**src/sv/svb_pkg.sv**
```systemverilog
package svb_pkg;

  localparam logic [4:0]         STEP_LAST = 5'd26;
  localparam logic signed [63:0] ROUND     = 64'sd536870912;
  localparam logic signed [31:0] HALF_Q16  = 32'sd32768;
  localparam logic signed [31:0] S32_MAX   = 32'sh7fffffff;
  localparam logic signed [31:0] S32_MIN   = 32'sh80000000;

  typedef struct packed {
    logic              cmd;
    logic [7:0]        joint_index;
    logic signed [31:0] vec_x;
    logic signed [31:0] vec_y;
    logic signed [31:0] vec_z;
    logic signed [31:0] quat_x;
    logic signed [31:0] quat_y;
    logic signed [31:0] quat_z;
    logic signed [31:0] quat_w;
    logic [30:0]       bias;
    logic              last_weight;
    logic              frame_start;
  } in_t;

  typedef struct packed {
    logic signed [31:0] vert_x;
    logic signed [31:0] vert_y;
    logic signed [31:0] vert_z;
    logic signed [31:0] box_min_x;
    logic signed [31:0] box_min_y;
    logic signed [31:0] box_min_z;
    logic signed [31:0] box_max_x;
    logic signed [31:0] box_max_y;
    logic signed [31:0] box_max_z;
  } out_t;

  typedef struct packed {
    logic signed [31:0] pos_x;
    logic signed [31:0] pos_y;
    logic signed [31:0] pos_z;
    logic signed [31:0] rot_x;
    logic signed [31:0] rot_y;
    logic signed [31:0] rot_z;
    logic signed [31:0] rot_w;
  } joint_t;

  typedef struct packed {
    logic start;
    logic clear;
    logic ok;
  } eng_ctl_t;

  typedef enum logic [3:0] {
    OP_QX, OP_QY, OP_QZ, OP_QW,
    OP_VX, OP_VY, OP_VZ,
    OP_TW, OP_TX, OP_TY, OP_TZ,
    OP_U0, OP_U1, OP_U2,
    OP_BIAS
  } opnd_e;

  typedef enum logic [1:0] {
    DST_T,
    DST_U,
    DST_S
  } dest_e;

  typedef struct packed {
    opnd_e      a;
    opnd_e      b;
    logic       neg;
    logic       first;
    logic       last;
    dest_e      dest;
    logic [1:0] di;
  } step_t;

  function automatic step_t mk(opnd_e a, opnd_e b, logic neg, logic first, logic last,
                               dest_e dest, logic [1:0] di);
    step_t s;
    s.a = a; s.b = b; s.neg = neg; s.first = first; s.last = last;
    s.dest = dest; s.di = di;
    return s;
  endfunction

  function automatic step_t step_info(logic [4:0] step);
    step_t s;
    s = mk(OP_QX, OP_VX, 1'b0, 1'b0, 1'b0, DST_T, 2'd0);
    unique case (step)
      5'd0:  s = mk(OP_QX, OP_VX,   1'b1, 1'b1, 1'b0, DST_T, 2'd0);
      5'd1:  s = mk(OP_QY, OP_VY,   1'b1, 1'b0, 1'b0, DST_T, 2'd0);
      5'd2:  s = mk(OP_QZ, OP_VZ,   1'b1, 1'b0, 1'b1, DST_T, 2'd0);
      5'd3:  s = mk(OP_QW, OP_VX,   1'b0, 1'b1, 1'b0, DST_T, 2'd1);
      5'd4:  s = mk(OP_QY, OP_VZ,   1'b0, 1'b0, 1'b0, DST_T, 2'd1);
      5'd5:  s = mk(OP_QZ, OP_VY,   1'b1, 1'b0, 1'b1, DST_T, 2'd1);
      5'd6:  s = mk(OP_QW, OP_VY,   1'b0, 1'b1, 1'b0, DST_T, 2'd2);
      5'd7:  s = mk(OP_QX, OP_VZ,   1'b1, 1'b0, 1'b0, DST_T, 2'd2);
      5'd8:  s = mk(OP_QZ, OP_VX,   1'b0, 1'b0, 1'b1, DST_T, 2'd2);
      5'd9:  s = mk(OP_QW, OP_VZ,   1'b0, 1'b1, 1'b0, DST_T, 2'd3);
      5'd10: s = mk(OP_QX, OP_VY,   1'b0, 1'b0, 1'b0, DST_T, 2'd3);
      5'd11: s = mk(OP_QY, OP_VX,   1'b1, 1'b0, 1'b1, DST_T, 2'd3);
      5'd12: s = mk(OP_TW, OP_QX,   1'b1, 1'b1, 1'b0, DST_U, 2'd0);
      5'd13: s = mk(OP_TX, OP_QW,   1'b0, 1'b0, 1'b0, DST_U, 2'd0);
      5'd14: s = mk(OP_TY, OP_QZ,   1'b1, 1'b0, 1'b0, DST_U, 2'd0);
      5'd15: s = mk(OP_TZ, OP_QY,   1'b0, 1'b0, 1'b1, DST_U, 2'd0);
      5'd16: s = mk(OP_TW, OP_QY,   1'b1, 1'b1, 1'b0, DST_U, 2'd1);
      5'd17: s = mk(OP_TX, OP_QZ,   1'b0, 1'b0, 1'b0, DST_U, 2'd1);
      5'd18: s = mk(OP_TY, OP_QW,   1'b0, 1'b0, 1'b0, DST_U, 2'd1);
      5'd19: s = mk(OP_TZ, OP_QX,   1'b1, 1'b0, 1'b1, DST_U, 2'd1);
      5'd20: s = mk(OP_TW, OP_QZ,   1'b1, 1'b1, 1'b0, DST_U, 2'd2);
      5'd21: s = mk(OP_TX, OP_QY,   1'b1, 1'b0, 1'b0, DST_U, 2'd2);
      5'd22: s = mk(OP_TY, OP_QX,   1'b0, 1'b0, 1'b0, DST_U, 2'd2);
      5'd23: s = mk(OP_TZ, OP_QW,   1'b0, 1'b0, 1'b1, DST_U, 2'd2);
      5'd24: s = mk(OP_U0, OP_BIAS, 1'b0, 1'b1, 1'b1, DST_S, 2'd0);
      5'd25: s = mk(OP_U1, OP_BIAS, 1'b0, 1'b1, 1'b1, DST_S, 2'd1);
      5'd26: s = mk(OP_U2, OP_BIAS, 1'b0, 1'b1, 1'b1, DST_S, 2'd2);
      default: s = mk(OP_QX, OP_VX, 1'b0, 1'b0, 1'b0, DST_T, 2'd0);
    endcase
    return s;
  endfunction

  function automatic logic signed [31:0] sat32(logic signed [49:0] v);
    if (v > 50'(S32_MAX)) return S32_MAX;
    if (v < 50'(S32_MIN)) return S32_MIN;
    return v[31:0];
  endfunction

  function automatic logic signed [47:0] sat48(logic signed [49:0] v);
    if (v > 50'sh7fffffffffff) return 48'sh7fffffffffff;
    if (v < -50'sh800000000000) return 48'sh800000000000;
    return v[47:0];
  endfunction

endpackage

```
**src/sv/svb_engine.sv**
```systemverilog
module svb_engine
  import svb_pkg::*;
(
  input  logic               clk,
  input  logic               rst,
  input  eng_ctl_t           ctl,
  input  joint_t             joint,
  input  logic signed [31:0] vec [3],
  input  logic [30:0]        bias,
  output logic signed [47:0] sum [3],
  output logic               done
);

  logic signed [31:0] q [4];
  logic signed [31:0] p [3];
  logic signed [31:0] v [3];
  logic signed [31:0] t [4];
  logic signed [31:0] u [3];
  logic signed [31:0] bias_s;
  logic [4:0]         step;
  logic               run;
  step_t              info;
  step_t              info_d;
  logic               vld_d;
  logic signed [31:0] opa;
  logic signed [31:0] opb;
  logic signed [63:0] prod;
  logic signed [63:0] rnd;
  logic signed [33:0] term;
  logic signed [34:0] sterm;
  logic signed [37:0] acc;
  logic signed [37:0] acc_next;

  function automatic logic signed [31:0] pick(opnd_e c, logic signed [31:0] qq [4],
                                              logic signed [31:0] vv [3],
                                              logic signed [31:0] tt [4],
                                              logic signed [31:0] uu [3],
                                              logic signed [31:0] bb);
    logic signed [31:0] r;
    case (c)
      OP_QX:   r = qq[0];
      OP_QY:   r = qq[1];
      OP_QZ:   r = qq[2];
      OP_QW:   r = qq[3];
      OP_VX:   r = vv[0];
      OP_VY:   r = vv[1];
      OP_VZ:   r = vv[2];
      OP_TW:   r = tt[0];
      OP_TX:   r = tt[1];
      OP_TY:   r = tt[2];
      OP_TZ:   r = tt[3];
      OP_U0:   r = uu[0];
      OP_U1:   r = uu[1];
      OP_U2:   r = uu[2];
      default: r = bb;
    endcase
    return r;
  endfunction

  assign info     = step_info(step);
  assign opa      = pick(info.a, q, v, t, u, bias_s);
  assign opb      = pick(info.b, q, v, t, u, bias_s);
  assign rnd      = prod + ROUND;
  assign term     = rnd[63:30];
  assign sterm    = info_d.neg ? -35'(term) : 35'(term);
  assign acc_next = (info_d.first ? 38'sd0 : acc) + 38'(sterm);

  always_ff @(posedge clk) begin
    if (ctl.start) begin
      q[0]   <= ctl.ok ? joint.rot_x : '0;
      q[1]   <= ctl.ok ? joint.rot_y : '0;
      q[2]   <= ctl.ok ? joint.rot_z : '0;
      q[3]   <= ctl.ok ? joint.rot_w : '0;
      p[0]   <= ctl.ok ? joint.pos_x : '0;
      p[1]   <= ctl.ok ? joint.pos_y : '0;
      p[2]   <= ctl.ok ? joint.pos_z : '0;
      v      <= vec;
      bias_s <= signed'({1'b0, bias});
    end
    prod   <= 64'(opa) * 64'(opb);
    info_d <= info;
    if (vld_d) begin
      acc <= acc_next;
      if (info_d.last && info_d.dest == DST_T) begin
        t[info_d.di] <= sat32(50'(acc_next));
      end
      if (info_d.last && info_d.dest == DST_U) begin
        u[info_d.di] <= sat32(50'(acc_next) + 50'(p[info_d.di]));
      end
    end
  end

  always_ff @(posedge clk) begin
    if (rst) begin
      run   <= 1'b0;
      step  <= '0;
      vld_d <= 1'b0;
      done  <= 1'b0;
      sum   <= '{default: '0};
    end else begin
      vld_d <= run;
      done  <= vld_d && info_d.dest == DST_S && info_d.di == 2'd2;
      if (ctl.start) begin
        run  <= 1'b1;
        step <= '0;
      end else if (run) begin
        step <= step + 5'd1;
        if (step == STEP_LAST) begin
          run <= 1'b0;
        end
      end
      if (ctl.clear) begin
        sum <= '{default: '0};
      end else if (vld_d && info_d.dest == DST_S) begin
        sum[info_d.di] <= sat48(50'(sum[info_d.di]) + 50'(term));
      end
    end
  end

endmodule

```
**config.mk**
```make
export PLATFORM = sky130hd
export DESIGN_NAME = svb_engine
export DESIGN_NICKNAME = d
export VERILOG_FILES = /design/src/sv/svb_pkg.sv /design/src/sv/svb_engine.sv
export SDC_FILE = /design/constraint.sdc
export NUM_CORES = 2
export LEC_CHECK = 0
export BUFFER_PORTS_ARGS = -buffer_cell sky130_fd_sc_hd__clkbuf_2
export CELL_PAD_IN_SITES_DETAIL_PLACEMENT = 1
export CELL_PAD_IN_SITES_GLOBAL_PLACEMENT = 1
export CORE_MARGIN = 3
export CORE_UTILIZATION = 40
export DETAILED_ROUTE_END_ITERATION = 8
export GPL_ROUTABILITY_DRIVEN = 0
export GPL_TIMING_DRIVEN = 1
export PLACE_DENSITY = 0.67
export SETUP_SLACK_MARGIN = 0.15
export SLEW_MARGIN = 10
export SYNTH_ARGS = -nofsm -noshare
export SYNTH_HDL_FRONTEND = slang
export SYNTH_SLANG_ARGS = --single-unit
```
**constraint.sdc**
```tcl
create_clock -name clk -period 10.9 [get_ports clk]
set_input_delay 2.18 -clock clk [delete_from_list [all_inputs] [get_ports clk]]
set_output_delay 2.18 -clock clk [all_outputs]
set_load 0.02 [all_outputs]
```
==> results.toml <==
[outcome]
outcome = "finished, violations left"
failed_checks = "DRC, capacitance limit"

[synthesis]
yosysWarnings = 0
netlist_area_um2 = 77950
syn_inst = 7952
ys_ff_latch = 821
ys.flop_type = "edfxtp_1"
synth-edff-count = 613
async_flop_share = 0
ys_seq_area_frac = 0.2895
yosysUniqueCellTypes = 96
avgSynthCellArea_um2 = 9.803
synth_nets = 9701

[timing]
max_freq_mhz = 94.00
setup_tns_ns = 0
relSlewSlack = 0.01003
worst_slew_pin_slew_ns = 1.485
grt_setup_unrepaired = "yes"
fin_skew_ns = 0.04598
finalCritPeriodShare = 0.9760
hold_violations = 0
period_minus_slack_ns = 10.64
slew_viol_final = 0
finalSetupViolations = 0

[finish]
final_layout_size_suffix_gt1_frac = 0.1356
fin_nets = 10220
area_growth_pct = 13.84
stdcell_count = 11080
mostFrequentLayoutCell = "inv_1"
final_area_um2 = 88740
nFillCells = 21760
final_cell_mix = "1,178 x inv_1, 1,085 x fa_1, 823 x nand2_1, 634 x nor2_1, 613 x edfxtp_1"
multi_input_area_um2 = 50020
seq_area_um2 = 22580
final_util = 0.4594

[setup_path]
crit_arrival_ns = 11.30
max_stage_delay_ns = 0.61
slowest_stage = "dfxtp_1"
critPathLaunchType = "flop"
path_class = "reg2reg"
cp_max_fo = 11
critPathCaptureType = "flop"
cp_top_family = "adder cells"
path_buf_inv = 5
path_common_cell = "fa_1"
worstPathRequired_ns = 11.56

[die]
die_x_um = 447.5
dieArea_um2 = 200200
top_level_ports = 501
placeableCoreArea_um2 = 193200
initial_core_util = 0.4035
rows = 161
dieHeight_um = 447.5

[placement]
hpwl_mm = 257.3
port_buffers = 500
dpl_cell_area_um2 = 85530
dp.cells = 10900

[global_routing]
grt_max_degree = 180
antenna_found_initial = 16
grt_usage = 0.3251
gr-total-overflow = 0
grt_pass1_vias = 71210
grt_first_pass_wirelength_mm = 477.8

[drt]
dr.pass1.iters = 9
drt_wl_total_mm = 326.3
dr.first_iter.drc_count = 6825
via_per_inst = 5.905
wl_per_cell_um = 29.45
ant_nets = 0
drc = 44
dr_total_vias = 65420

[cts]
cts_root_buf = "clkbuf_16"
cts_hold_buffers = 0
cts_sinks = 821
htree_levels = 3
cts.clk_slew.worst_paths_ns = 0.07
cts_buffers = 89
cts_tree = "built"
clkLatencyLatePin_ns = 0.74
clockBufferDepth = 3

[worst_hold_path]
min_path_type = "reg2reg"

[job]
drv_cap = 1
-- cells in the mapped netlist, drive strengths merged, types with 19 or more instances --
cell type | number | area [um^2]
o21bai | 44 | 367.9
xor2 | 74 | 655.6
nand3 | 151 | 765.7
nor3 | 85 | 425.4
edfxtp | 613 | 18410
a31oi | 39 | 244.0
buf | 32 | 147.6
nand2 | 824 | 3093
fa | 1085 | 21720
and3 | 29 | 186.4
nor2 | 678 | 2545
ha | 308 | 3854
or2 | 19 | 118.9
o22ai | 49 | 306.5
mux2i | 104 | 1041
a222oi | 56 | 560.5
o21a | 30 | 225.2
a221oi | 32 | 286.5
o21ai | 336 | 1682
dfxtp | 208 | 4164
and2 | 255 | 1595
and4 | 20 | 175.2
a21o | 119 | 893.4
a21oi | 264 | 1333
clkbuf | 398 | 1495
o22a | 40 | 350.3
nand2b | 50 | 312.8
a22o | 37 | 324.1
inv | 1180 | 4429
a211oi | 24 | 185.2
nand4 | 81 | 519.2
nor2b | 82 | 513.0
a22oi | 250 | 1877
xnor2 | 161 | 1418
-- layout make-up --
class | count | area share
multi-input combinational | 5519 | 0.5637
sequential | 821 | 0.2544
timing repair buffer | 855 | 0.06301
inverter | 1182 | 0.05000
tap | 2526 | 0.03561
clock buffer | 107 | 0.02653
clock inverter | 55 | 0.006302
antenna | 14 | 0.0003948
-- registers in the layout, summed over array words and instances (netlist names), 31 cells and up --
signal,cells
q,128
u,96
bias_s,31
v,96
p,96
t,128
sum,144
acc,38
prod,35
-- logic make-up (layout without fill, tap and decap cells) --
logic type                 count (synthesis)  in the layout  share of synthesized area
and+or+nand+nor                         2337           2337                     0.1379
muxes                                    115            115                    0.01509
buffers and inverters                   1612           2199                    0.07799
DFF                                      821            821                     0.2895
AOI/OAI and AO/OA                       1433           1433                     0.1236
other                                      0             14                          0
adders and majority gates               1396           1396                     0.3285
xor gates and xnor gates                 238            238                    0.02751
-- layer usage --
layer	wire length [um]	track usage
met2	147500	0.5143
met4	21740	0.1750
met5	95	0
met1	123900	0.4005
met3	33010	0.09495
-- what timing repair did --
action | CTS | global route
pin swaps | 0 | 3
resized for setup | 1 | 40
setup buffers | 0 | 7
setup endpoints to repair | 1 | 110
-- through the flow --
stage / setup slack (ns) / hold slack [ns]
after floorplan: 0.9850 / 0.3096
after global placement: 0.2986 / 0.3115
after detailed placement: 0.1622 / 0.3180
after CTS: 0.1570 / 0.3297
after global routing: 0.01062 / 0.3360
final: 0.2621 / 0.3290
-- path summary, 6_finish.rpt --
kind / start / end / slack, ns / cells past startpoint
worst min register to register: info[0] / info_d[0] / 0.33 / 0
worst max register to register: info[14] / prod[54] / 0.26 / 34
worst min-delay path: info[0] / info_d[0] / 0.33 / 0
worst max-delay path: info[14] / prod[54] / 0.26 / 34
Power is not shown: default switching activity piles up to over one toggle a cycle in this logic, so the estimate is an artifact.
